===== config.mk =====
export PLATFORM = sky130hd
export DESIGN_NAME = round_robin_dynamic_quantum_core
export DESIGN_NICKNAME = d
export VERILOG_FILES = /design/src/hw/rtl/rrdq_pkg.sv /design/src/hw/rtl/round_robin_dynamic_quantum_core.sv /design/src/hw/rtl/rrdq_ram.sv /design/src/hw/rtl/rrdq_front.sv /design/src/hw/rtl/rrdq_back.sv
export SDC_FILE = /design/constraint.sdc
export NUM_CORES = 1
export LEC_CHECK = 0
export ABC_AREA = 1
export CAP_MARGIN = 0
export CORE_ASPECT_RATIO = 1.25
export CORE_MARGIN = 4
export CORE_UTILIZATION = 44
export CTS_BUF_LIST = sky130_fd_sc_hd__clkbuf_16
export DETAILED_ROUTE_END_ITERATION = 6
export DONT_BUFFER_PORTS = 1
export GPL_TIMING_DRIVEN = 0
export PLACE_DENSITY_LB_ADDON = 0.05
export SLEW_MARGIN = 20
export SYNTH_ARGS = -nofsm -noshare
export SYNTH_HDL_FRONTEND = slang
export SYNTH_HIERARCHICAL = 1
export SYNTH_SLANG_ARGS = --single-unit

===== constraint.sdc =====
create_clock -name clk -period 6.1 [get_ports clk]
set_input_delay 1.22 -clock clk [delete_from_list [all_inputs] [get_ports clk]]
set_output_delay 1.22 -clock clk [all_outputs]
set_load 0.005 [all_outputs]

===== src/hw/rtl/rrdq_pkg.sv =====
// Shared types and constants of the round-robin scheduler with a mean-based quantum.
// No dependencies; used by the core, the front end and the back end, and by the testbench.
`timescale 1ns / 1ps

package rrdq_pkg;

	localparam int SLOT_W          = 6;
	localparam int TIME_W          = 16;
	localparam int DEF_TABLE_DEPTH = 64;
	localparam int QUEUE_DEPTH     = 2;

	// Input item.
	typedef struct packed {
		logic              func;
		logic [SLOT_W-1:0] slot;
		logic [TIME_W-1:0] exec_time;
	} req_t;

	// Result item.
	typedef struct packed {
		logic [SLOT_W-1:0] task_slot;
		logic [TIME_W-1:0] granted_time;
		logic [TIME_W-1:0] remaining_after;
		logic              finished;
		logic [TIME_W-1:0] round_quantum;
		logic              last_of_round;
	} rsp_t;

	// Function codes of the input item.
	localparam logic FUNC_LOAD  = 1'b0;
	localparam logic FUNC_ROUND = 1'b1;

	typedef enum logic {
		OP_LOAD  = 1'b0,
		OP_ROUND = 1'b1
	} op_t;

	// Classified command passed from the front end to the back end.
	typedef struct packed {
		op_t               op;
		logic [SLOT_W-1:0] slot;
		logic [TIME_W-1:0] exec_time;
	} cmd_t;

	typedef logic [SLOT_W:0] slot_ext_t;

endpackage


===== src/hw/rtl/round_robin_dynamic_quantum_core.sv =====
// Round-robin scheduler whose quantum is the mean of the active remaining times.
// A load item is written to the table while the back end is idle. A round holds the back
// end for two table sweeps at one entry a cycle, each with read latency and drain, and a
// one-bit-per-cycle divider, plus any output stalls. Rounds therefore run one after another.
// The first result of a round comes from the second sweep, once the division is done.
// Reset (arst_n, asynchronous) marks every slot inactive at once and empties the queue.
`timescale 1ns / 1ps

module round_robin_dynamic_quantum_core #(
	parameter int TABLE_DEPTH = rrdq_pkg::DEF_TABLE_DEPTH
) (
	input  logic           clk,
	input  logic           arst_n,
	input  logic           req_valid,
	output logic           req_ready,
	input  rrdq_pkg::req_t req,
	output logic           rsp_valid,
	input  logic           rsp_ready,
	output rrdq_pkg::rsp_t rsp
);

	logic           cmd_valid;
	logic           cmd_ready;
	rrdq_pkg::cmd_t cmd;

	rrdq_front #(
		.TABLE_DEPTH(TABLE_DEPTH)
	) u_front (
		.clk      (clk),
		.arst_n   (arst_n),
		.req_valid(req_valid),
		.req_ready(req_ready),
		.req      (req),
		.cmd_valid(cmd_valid),
		.cmd_ready(cmd_ready),
		.cmd      (cmd)
	);

	rrdq_back #(
		.TABLE_DEPTH(TABLE_DEPTH)
	) u_back (
		.clk      (clk),
		.arst_n   (arst_n),
		.cmd_valid(cmd_valid),
		.cmd_ready(cmd_ready),
		.cmd      (cmd),
		.rsp_valid(rsp_valid),
		.rsp_ready(rsp_ready),
		.rsp      (rsp)
	);

endmodule


===== src/hw/rtl/rrdq_ram.sv =====
// Generic single-write, single-read RAM with a registered read port.
// No dependencies.
`timescale 1ns / 1ps

module rrdq_ram #(
	parameter int WIDTH = 16,
	parameter int DEPTH = 64
) (
	input  logic                     clk,
	input  logic                     we,
	input  logic [$clog2(DEPTH)-1:0] waddr,
	input  logic [WIDTH-1:0]         wdata,
	input  logic                     re,
	input  logic [$clog2(DEPTH)-1:0] raddr,
	output logic [WIDTH-1:0]         rdata
);

	logic [WIDTH-1:0] mem_q [DEPTH];

	always_ff @(posedge clk) begin
		if (we) begin
			mem_q[waddr] <= wdata;
		end
		if (re) begin
			rdata <= mem_q[raddr];
		end
	end

endmodule


===== src/hw/rtl/rrdq_front.sv =====
// Front end: accepts input items, classifies them and queues commands for the back end.
// Depends on rrdq_pkg.
`timescale 1ns / 1ps

module rrdq_front #(
	parameter int TABLE_DEPTH = rrdq_pkg::DEF_TABLE_DEPTH
) (
	input  logic           clk,
	input  logic           arst_n,
	input  logic           req_valid,
	output logic           req_ready,
	input  rrdq_pkg::req_t req,
	output logic           cmd_valid,
	input  logic           cmd_ready,
	output rrdq_pkg::cmd_t cmd
);

	localparam int QPTR_W = (rrdq_pkg::QUEUE_DEPTH > 1) ? $clog2(rrdq_pkg::QUEUE_DEPTH) : 1;
	localparam int QCNT_W = $clog2(rrdq_pkg::QUEUE_DEPTH + 1);

	rrdq_pkg::cmd_t    queue_q [rrdq_pkg::QUEUE_DEPTH];
	logic [QPTR_W-1:0] wr_ptr_q;
	logic [QPTR_W-1:0] rd_ptr_q;
	logic [QCNT_W-1:0] count_q;
	rrdq_pkg::cmd_t    cmd_new;
	logic              keep;
	logic              push;
	logic              pop;

	// A load aimed beyond the table is dropped here and never reaches the back end.
	always_comb begin
		cmd_new.slot      = req.slot;
		cmd_new.exec_time = req.exec_time;
		if (req.func == rrdq_pkg::FUNC_ROUND) begin
			cmd_new.op = rrdq_pkg::OP_ROUND;
			keep       = 1'b1;
		end else begin
			cmd_new.op = rrdq_pkg::OP_LOAD;
			keep       = ({1'b0, req.slot} < rrdq_pkg::slot_ext_t'(TABLE_DEPTH));
		end
	end

	assign req_ready = (count_q != QCNT_W'(rrdq_pkg::QUEUE_DEPTH));
	assign push      = req_valid && req_ready && keep;
	assign cmd_valid = (count_q != '0);
	assign pop       = cmd_valid && cmd_ready;
	assign cmd       = queue_q[rd_ptr_q];

	always_ff @(posedge clk) begin
		if (push) begin
			queue_q[wr_ptr_q] <= cmd_new;
		end
	end

	always_ff @(posedge clk or negedge arst_n) begin
		if (!arst_n) begin
			wr_ptr_q <= '0;
			rd_ptr_q <= '0;
			count_q  <= '0;
		end else begin
			if (push) begin
				wr_ptr_q <= (wr_ptr_q == QPTR_W'(rrdq_pkg::QUEUE_DEPTH - 1)) ?
					'0 : wr_ptr_q + QPTR_W'(1);
			end
			if (pop) begin
				rd_ptr_q <= (rd_ptr_q == QPTR_W'(rrdq_pkg::QUEUE_DEPTH - 1)) ?
					'0 : rd_ptr_q + QPTR_W'(1);
			end
			if (push && !pop) begin
				count_q <= count_q + QCNT_W'(1);
			end else if (pop && !push) begin
				count_q <= count_q - QCNT_W'(1);
			end
		end
	end

endmodule


===== src/hw/rtl/rrdq_back.sv =====
// Back end: executes loads and scheduling rounds against the remaining-time table.
// Depends on rrdq_pkg and rrdq_ram.
`timescale 1ns / 1ps

module rrdq_back #(
	parameter int TABLE_DEPTH = rrdq_pkg::DEF_TABLE_DEPTH
) (
	input  logic           clk,
	input  logic           arst_n,
	input  logic           cmd_valid,
	output logic           cmd_ready,
	input  rrdq_pkg::cmd_t cmd,
	output logic           rsp_valid,
	input  logic           rsp_ready,
	output rrdq_pkg::rsp_t rsp
);

	localparam int IDX_W  = $clog2(TABLE_DEPTH);
	localparam int CNT_W  = $clog2(TABLE_DEPTH + 1);
	localparam int TW     = rrdq_pkg::TIME_W;
	localparam int SUM_W  = TW + CNT_W;
	localparam int DCNT_W = $clog2(SUM_W + 1);

	typedef enum logic [3:0] {
		ST_IDLE  = 4'b0001,
		ST_SUM   = 4'b0010,
		ST_DIV   = 4'b0100,
		ST_GRANT = 4'b1000
	} state_t;

	state_t             state_q;
	logic [TABLE_DEPTH-1:0] valid_q;
	logic [CNT_W-1:0]   rd_ptr_q;
	logic               ev_vld_q;
	logic [IDX_W-1:0]   ev_idx_q;
	logic               ev_written_q;
	logic [SUM_W-1:0]   sum_q;
	logic [CNT_W-1:0]   cnt_q;
	logic [IDX_W-1:0]   last_q;
	logic [CNT_W-1:0]   div_rem_q;
	logic [SUM_W-1:0]   div_quo_q;
	logic [DCNT_W-1:0]  div_cnt_q;
	logic [TW-1:0]      quantum_q;
	logic               rsp_valid_q;
	rrdq_pkg::rsp_t     rsp_q;

	logic [TW-1:0]      rdata;
	logic [TW-1:0]      ev_rem;
	logic               ev_act;
	logic               walking;
	logic               out_free;
	logic               stall;
	logic               advance;
	logic               ptr_more;
	logic               pass_done;
	logic               take_load;
	logic               grant_fire;
	logic [TW-1:0]      grant;
	logic [TW-1:0]      rem_after;
	logic [CNT_W:0]     div_trial;
	logic               div_bit;
	logic [CNT_W-1:0]   div_rem_next;
	logic [SUM_W-1:0]   div_quo_next;
	logic               ram_we;
	logic [IDX_W-1:0]   ram_waddr;
	logic [TW-1:0]      ram_wdata;
	logic               ram_re;

	rrdq_ram #(
		.WIDTH(TW),
		.DEPTH(TABLE_DEPTH)
	) u_table (
		.clk  (clk),
		.we   (ram_we),
		.waddr(ram_waddr),
		.wdata(ram_wdata),
		.re   (ram_re),
		.raddr(rd_ptr_q[IDX_W-1:0]),
		.rdata(rdata)
	);

	// An entry never written since reset reads as zero, i.e. inactive.
	assign ev_rem    = ev_written_q ? rdata : '0;
	assign ev_act    = ev_vld_q && (ev_rem != '0);
	assign grant     = (ev_rem <= quantum_q) ? ev_rem : quantum_q;
	assign rem_after = ev_rem - grant;

	assign walking   = (state_q == ST_SUM) || (state_q == ST_GRANT);
	assign out_free  = !rsp_valid_q || rsp_ready;
	assign stall     = (state_q == ST_GRANT) && ev_act && !out_free;
	assign advance   = walking && !stall;
	assign ptr_more  = (rd_ptr_q < CNT_W'(TABLE_DEPTH));
	assign pass_done = walking && !ptr_more && !ev_vld_q;
	assign ram_re    = advance && ptr_more;
	assign grant_fire = (state_q == ST_GRANT) && ev_act && out_free;

	assign cmd_ready = (state_q == ST_IDLE);
	assign take_load = cmd_valid && cmd_ready && (cmd.op == rrdq_pkg::OP_LOAD);

	always_comb begin
		if (take_load) begin
			ram_we    = 1'b1;
			ram_waddr = cmd.slot[IDX_W-1:0];
			ram_wdata = cmd.exec_time;
		end else begin
			ram_we    = grant_fire;
			ram_waddr = ev_idx_q;
			ram_wdata = rem_after;
		end
	end

	// One bit of the restoring division of the sum by the active count.
	always_comb begin
		div_trial = {div_rem_q, div_quo_q[SUM_W-1]};
		div_bit   = (div_trial >= {1'b0, cnt_q});
		if (div_bit) begin
			div_rem_next = CNT_W'(div_trial - {1'b0, cnt_q});
		end else begin
			div_rem_next = div_trial[CNT_W-1:0];
		end
		div_quo_next = {div_quo_q[SUM_W-2:0], div_bit};
	end

	always_ff @(posedge clk) begin
		if (ram_re) begin
			ev_idx_q     <= rd_ptr_q[IDX_W-1:0];
			ev_written_q <= valid_q[rd_ptr_q[IDX_W-1:0]];
		end
		if (grant_fire) begin
			rsp_q.task_slot       <= rrdq_pkg::SLOT_W'(ev_idx_q);
			rsp_q.granted_time    <= grant;
			rsp_q.remaining_after <= rem_after;
			rsp_q.finished        <= (rem_after == '0);
			rsp_q.round_quantum   <= quantum_q;
			rsp_q.last_of_round   <= (ev_idx_q == last_q);
		end
		if (state_q == ST_IDLE) begin
			sum_q  <= '0;
			cnt_q  <= '0;
			last_q <= '0;
		end else if ((state_q == ST_SUM) && ev_act) begin
			sum_q  <= sum_q + SUM_W'(ev_rem);
			cnt_q  <= cnt_q + CNT_W'(1);
			last_q <= ev_idx_q;
		end
		if ((state_q == ST_SUM) && pass_done) begin
			div_rem_q <= '0;
			div_quo_q <= sum_q;
			div_cnt_q <= '0;
		end else if (state_q == ST_DIV) begin
			div_rem_q <= div_rem_next;
			div_quo_q <= div_quo_next;
			div_cnt_q <= div_cnt_q + DCNT_W'(1);
			if (div_cnt_q == DCNT_W'(SUM_W - 1)) begin
				quantum_q <= div_quo_next[TW-1:0];
			end
		end
	end

	always_ff @(posedge clk or negedge arst_n) begin
		if (!arst_n) begin
			state_q     <= ST_IDLE;
			valid_q     <= '0;
			rd_ptr_q    <= '0;
			ev_vld_q    <= 1'b0;
			rsp_valid_q <= 1'b0;
		end else begin
			if (take_load) begin
				valid_q[cmd.slot[IDX_W-1:0]] <= 1'b1;
			end
			if (grant_fire) begin
				rsp_valid_q <= 1'b1;
			end else if (rsp_ready) begin
				rsp_valid_q <= 1'b0;
			end
			if (advance) begin
				if (ptr_more) begin
					rd_ptr_q <= rd_ptr_q + CNT_W'(1);
					ev_vld_q <= 1'b1;
				end else begin
					ev_vld_q <= 1'b0;
				end
			end
			unique case (state_q)
				ST_IDLE: begin
					rd_ptr_q <= '0;
					ev_vld_q <= 1'b0;
					if (cmd_valid && (cmd.op == rrdq_pkg::OP_ROUND)) begin
						state_q <= ST_SUM;
					end
				end
				ST_SUM: begin
					if (pass_done) begin
						// A round with no active slot ends here with no result.
						state_q <= (cnt_q == '0) ? ST_IDLE : ST_DIV;
					end
				end
				ST_DIV: begin
					if (div_cnt_q == DCNT_W'(SUM_W - 1)) begin
						state_q  <= ST_GRANT;
						rd_ptr_q <= '0;
						ev_vld_q <= 1'b0;
					end
				end
				ST_GRANT: begin
					if (pass_done) begin
						state_q <= ST_IDLE;
					end
				end
				default: begin
					state_q <= ST_IDLE;
				end
			endcase
		end
	end

	assign rsp_valid = rsp_valid_q;
	assign rsp       = rsp_q;

endmodule


**After elaboration in Yosys (flattened, before gate mapping)**

Memory sizes are Yosys's and may differ from the RTL's. A register that Yosys moved wholly into a read port is not among the register bits.
Index checks and enable logic that the tools add are counted.

- Multiplexer cells: 37
- Bitwise gates (word level): 3
- Eq/ne operators: 11
- Magnitude comparators: 6
- Shift-type cells: 0
- Reduce and logical (&&, ||, !) cells: 35
- $add $sub $neg: 10
- Divide/modulo/power cells: 0
- $mul: 0

Operator list:

| operator | number |
|---|---|
| bitwise OR 64 bit | 1 |
| 2-to-1 mux 16 bit | 3 |
| 2-to-1 mux 23 bit | 2 |
| 2-to-1 mux 7 bit | 4 |
| adder 23 x 16 -> 23 bit | 1 |
| logical AND 1 bit | 17 |
| less-or-equal comparator 16 bit | 1 |
| zero test 16 bit | 1 |
| 2-to-1 mux 4 bit | 4 |
| one-hot mux 4 bit (4 select lines) | 1 |
| nonzero test 16 bit | 1 |
| subtractor 16 bit | 1 |
| 2-to-1 mux 1 bit | 15 |
| adder 7 x 1 -> 7 bit (second input constant) | 2 |
| less-than comparator 6 x 7 -> 1 bit (second input constant) | 2 |
| one-hot mux 7 bit (2 select lines) | 1 |
| greater-or-equal comparator 8 x 7 -> 1 bit | 1 |
| nonzero test 2 bit | 4 |
| zero test 1 bit | 7 |
| zero test 7 bit | 1 |
| less-than comparator 7 bit (second input constant) | 1 |
| subtractor 7 bit | 1 |
| binary-select mux 1 bit (select 6 bit) | 1 |
| demux 1 bit (select 6 bit) | 1 |
| other kinds (21) | 28 |

- Word-level logic and storage cells: 127
- Bits in latches: 0
- Bits of input ports: 27
- RAM bits: 1070
- Bits in read-only memories: 0
- Output and inout port bits: 58
- Memories kept: 2
- Bits in registers: 231

Memories:

| name | depth | bits a word | read ports | clocked after Yosys merged registers in | write ports | RTL line | text |
|---|---|---|---|---|---|---|---|
| u_back.u_table.mem_q | 64 | 16 | 1 | 1 | 1 | rrdq_ram.sv:18 | `logic [WIDTH-1:0] mem_q [DEPTH];` |
| u_front.queue_q | 2 | 23 | 1 | 0 | 1 | rrdq_front.sv:21 | `rrdq_pkg::cmd_t queue_q [rrdq_pkg::QUEUE_DEPTH];` |

**Depth between registers and ports, before layout**

- Depth after elaboration: 10
- Mapped depth: 35
- Gate-level depth less buffers: 33

**Cells and area by module**

The synthesis kept the hierarchy.

Modules (own cells, without submodules):

| module | area an instance (µm²) | cells each | times used | seq. area each (µm²) |
|---|---|---|---|---|
| rrdq_ram | 42259.3 | 3517 | 1 | 31230.0 |
| rrdq_back | 11898.9 | 1392 | 1 | 5952.0 |
| rrdq_front | 1964.4 | 149 | 1 | 1481.4 |

**Worst setup path before layout**

No wires, ideal clock.

- Path kind: register -> register
- Start point: register u_back.ev_written_q
- End point: memory u_back.u_table.mem_q[0][7], data pin
- Path slack: -0.421 ns
- Setup time: 0.701 ns
- Data required time: 5.399 ns
- Data arrival time: 5.819 ns
- Buffers on the path: 4
- Cell stages (with the launch flop): 22
- Clock period less this slack: 6.521 ns
- Cell sequence: edfxtp_1 > buf_4 > buf_2 > nand2_1 > inv_1 > ha_1 > nand4_1 > nor2_1 > nand2_1 > or3_1 > buf_6 > nand2_2 > clkbuf_1 > o21ai_0 > ha_1 > inv_1 > o21bai_1 > a21oi_2 > nand2_1 > nand2_1 > nand2_1 > o21ai_0

- Word-level cells in the longest chain between the ends: 5

Ends and longest elaborated chain:

| what | RTL line | text |
|---|---|---|
| start: declaration | rrdq_back.sv:36 | `logic ev_written_q;` |
| start signal: assignment | rrdq_back.sv:127 | `ev_written_q <= valid_q[rd_ptr_q[IDX_W-1:0]];` |
| 2-to-1 mux 16 bit * | rrdq_back.sv:83 | `assign ev_rem = ev_written_q ? rdata : '0;` |
| less-or-equal comparator 16 bit | rrdq_back.sv:85 | `assign grant = (ev_rem <= quantum_q) ? ev_rem : quantum_q;` |
| 2-to-1 mux 16 bit | rrdq_back.sv:85 |  |
| subtractor 16 bit * | rrdq_back.sv:86 | `assign rem_after = ev_rem - grant;` |
| 2-to-1 mux 16 bit * | rrdq_back.sv:101 | `if (take_load) begin` |
| named net u_back.ram_wdata[7] | rrdq_back.sv:66 | `logic [TW-1:0] ram_wdata;` |
| end: declaration | rrdq_ram.sv:18 |  |

Mark *: on every way through the listed nets, which the timed path passes. The rest lies on a longest branch.

**Worst setup path after layout**

- Start point: register u_back.ev_written_q
- End point: memory u_back.u_table.mem_q[35][7], data pin

The elaborated chain is that of the path after synthesis.

==> results.py <==
metrics = {
    "status": {
        "status": "completed",
    },
    "power_and_ir_drop": {
        "cellLeakagePower_uw": 0.0248,
        "switching_share_pct": 38.2,
        "p_clk_share_pct": 22.9,
        "seq_power_share_pct": 37.2,
        "p_int_uw": 22000,
        "switching_power_uw": 13600,
        "p_per_area_mw_per_mm2": 543,
        "power.share.combinational_pct": 39.9,
        "ir_worst_vdd_v": 0.000429,
        "power_uw": 35500,
    },
    "die": {
        "ios": 85,
        "start_util_pct": 44.3,
        "dieArea_mm2": 0.133,
        "core_mm2": 0.127,
        "die_h_um": 407,
        "die_w_um": 327,
        "rows": 146,
    },
    "placement": {
        "dp_cells": 6887,
        "dp_slack_ps": -233,
        "io_buffer_count": 0,
        "gp_congestion": 0.937,
        "dp_hpwl_um": 137000,
    },
    "logic_synthesis": {
        "synth.area.top_cells": "edfxtp_1, nand2_1, nand3_1",
        "yosysMostFrequentCell": "nand2_1",
        "synth_cell_types": 54,
        "yosys.area.top_type_share_pct": 63.6,
        "ys.flop_type": "edfxtp_1",
        "synthTopCellsByCount": "nand2_1, edfxtp_1, nand3_1",
        "synth_area_mm2": 0.0561,
        "synthArstFlopShare_pct": 6.15,
        "synth_area_per_cell_um2": 11.1,
        "synth_largest_area_cell": "edfxtp_1",
        "synth_edf_count": 1188,
        "yosysSeqAreaShare_pct": 68.9,
        "ys_seq_elements": 1317,
        "synth_fp_nets": 5134,
        "yosysWarnings": 6,
        "netlist_instances": 5058,
    },
    "sta": {
        "rsz0062_at_grt": "no",
        "fin_ws_ps": 351,
        "timing.slew.headroom_pct": 24.5,
        "fin_crit_sh_pct": 94.3,
        "finClkSkew_ps": 19.6,
        "holdWs_ps": 142,
        "fin_tns_setup_ps": 0,
        "fin_crit_ps": 5750,
        "hold_viol_final": 0,
        "fmax_mhz": 174,
        "worstMarginPinSlew_ps": 1130,
        "setup_viol": 0,
        "slew_viol_final": 0,
    },
    "critical_path": {
        "startpoint_type": "register",
        "slowest_stage": "o21ai_4",
        "crit_buf_inv": 9,
        "crit_fanout": 23,
        "critPathKind": "register to register",
        "cp-end-kind": "register",
        "path_delay_family": "buffers and inverters",
        "cp.required_ps": 6710,
        "slowest_delay_ps": 640,
        "path_cells": "buf_4 > buf_2 > nand2_1 > inv_1 > ha_1 > nand4_1 > nor2_1 > nand2_1 > or3_1 > buf_6 > nand2_2 > clkbuf_1 > o21ai_0 > ha_1 > inv_1 > o21bai_1 > a21oi_2 > nand3_1 > nand2_1 > o21ai_4 > buf_16 > buf_16 > buf_16",
        "cp.arrival_ps": 6360,
    },
    "clocking": {
        "cts_buffers": 138,
        "clk_pin_slew_ps": 60,
        "htree_levels": 4,
        "cts_tree": "built",
        "cts.sinks": 1317,
        "clockBufferDepth": 3,
        "worstSkewPairLatency_ps": 770,
        "hold_buffers": 0,
        "clockRootBuffer": "clkbuf_16",
    },
    "grt": {
        "antenna_found_initial": 5,
        "grt_pass1_vias": 37900,
        "gr-total-overflow": 0,
        "grt_pass1_wl_um": 267000,
        "grt_use_total_pct": 27.9,
        "grt_max_degree": 82,
    },
    "drt": {
        "routed_wl_um": 188000,
        "wl_per_cell_um": 26.4,
        "vias": 39500,
        "antenna_left": 0,
        "drt_iter0_drc": 3924,
        "drcViolationCount": 0,
        "via_per_inst": 5.53,
        "first_pass_iters": 6,
    },
    "finish": {
        "fillers": 11400,
        "antenna_cells": 0,
        "fin_cells": 7140,
        "nNetsFinal": 5402,
        "drive_above_1_share_pct": 12.3,
        "areaGrowthSynthToFinish_pct": 16.4,
    },
    "min_path": {
        "hold_path.class": "input pin to asynchronous set/reset pin",
    },
    "flow_run": {
        "maxCapViolCount": 0,
    },
}
[sequential cells by signal, summed over array words and instances (netlist names)]
register / cells
u_front/rd_ptr_q: 1
u_back/sum_q: 23
u_front/wr_ptr_q: 1
u_back/cnt_q: 7
u_front/count_q: 2
u_back/div_rem_q: 7
u_back/rd_ptr_q: 7
u_back/div_cnt_q: 5
u_back/div_quo_q: 23
u_back/ev_idx_q: 6
u_back/ev_written_q: 1
u_back/rsp_valid: 1
u_back/u_table/rdata: 16
u_back/ev_vld_q: 1
u_back/valid_q: 64
u_back/state_q: 4
u_back/quantum_q: 16
u_back/rsp: 56
u_front/queue_q: 46
u_back/u_table/mem_q: 1024
u_back/last_q: 6
[placed cells by master (no fill, tap or decap), drive strengths merged, types with 7 or more instances in the layout]
master | Yosys | final
dfxtp | 48 | 48
inv | 232 | 274
edfxtp | 1188 | 1188
xor2 | 10 | 10
a21oi | 96 | 96
clkinv | 5 | 59
nand3 | 922 | 922
o21bai | 43 | 43
nand4 | 44 | 44
nor3 | 19 | 19
o22ai | 7 | 7
o21ai | 188 | 188
ha | 48 | 48
clkbuf | 57 | 201
nor4 | 13 | 13
buf | 211 | 339
dfrtp | 80 | 80
xnor2 | 12 | 12
nor2 | 141 | 141
nand2 | 1653 | 1653
bufinv | 0 | 8
a31oi | 12 | 12
[power by group through the flow]
| stage | Combinational, uW | Sequential (uW) | Clock [uW] |
|---|---|---|---|
| CTS | 14100 | 13200 | 8300 |
| global placement | 9620 | 13100 | 0 |
| finish | 14200 | 13200 | 8140 |
| global route | 14900 | 13300 | 8690 |
| floorplan | 5780 | 13700 | 0 |
| detailed placement | 14000 | 13400 | 0 |
[final timing paths]
| kind | cells after the start | end | startpoint | slack (ps) |
|---|---|---|---|---|
| worst max register to register | 23 | u_back/u_table/mem_q[35][7] | u_back/ev_written_q | 350 |
| min in group clk | 0 | u_back/quantum_q[7] | u_back/div_quo_q[6] | 450 |
| max in group asynchronous | 0 | u_back/state_q[0] | arst_n | 5710 |
| worst max-delay path | 23 | u_back/u_table/mem_q[35][7] | u_back/ev_written_q | 350 |
| worst min-delay path | 0 | u_back/valid_q[9] | arst_n | 140 |
| worst min register to register | 0 | u_back/quantum_q[7] | u_back/div_quo_q[6] | 450 |
[routing by layer]
| layer | share of wire (%) | vias up | global-route usage, % |
|---|---|---|---|
| met1 | 39 | 19400 | 35.3 |
| met5 | 0.012 | - | 0 |
| li1 | - | 18200 | - |
| met4 | 4.7 | 4 | 12.0 |
| met3 | 6.4 | 343 | 4.03 |
| met2 | 49 | 1518 | 47.8 |
[kinds of logic after synthesis]
logic type / count (synthesis) / synth area share [%]
flops: 1317 / 68.9
fa+ha+maj: 49 / 1.11
buf+inv: 505 / 4.60
compound gates: 366 / 3.63
xor+xnor: 22 / 0.357
simple gates: 2799 / 21.4
[cell type report]
type	count	area, um^2	share of cell area (%)
inverters	237	906	1.39
flip-flops and latches	1317	38700	59.2
repair buffers	128	2230	3.42
multi-input cells	3236	15400	23.6
well taps	1702	2130	3.26
plain buffers	268	1670	2.56
clock buffers	144	3600	5.51
clock inverters	108	737	1.13
[through the flow]
step | utilization [%] | instance area (um^2)
floorplan | - | 56100
global placement | 45.9 | 58300
detailed placement | 48.1 | 61000
CTS | 51.5 | 65300
global route | 51.5 | 65300
finish | 51.5 | 65300
[repair_timing]
| action | CTS | global route |
|---|---|---|
| setup endpoints to repair | 51 | 8 |
| pin swaps | 0 | 1 |
| gates resized for setup | 1 | 0 |
| setup buffers | 0 | 1 |
| hold endpoints to repair | 0 | 0 |
Power figures use the tool's default switching activity.
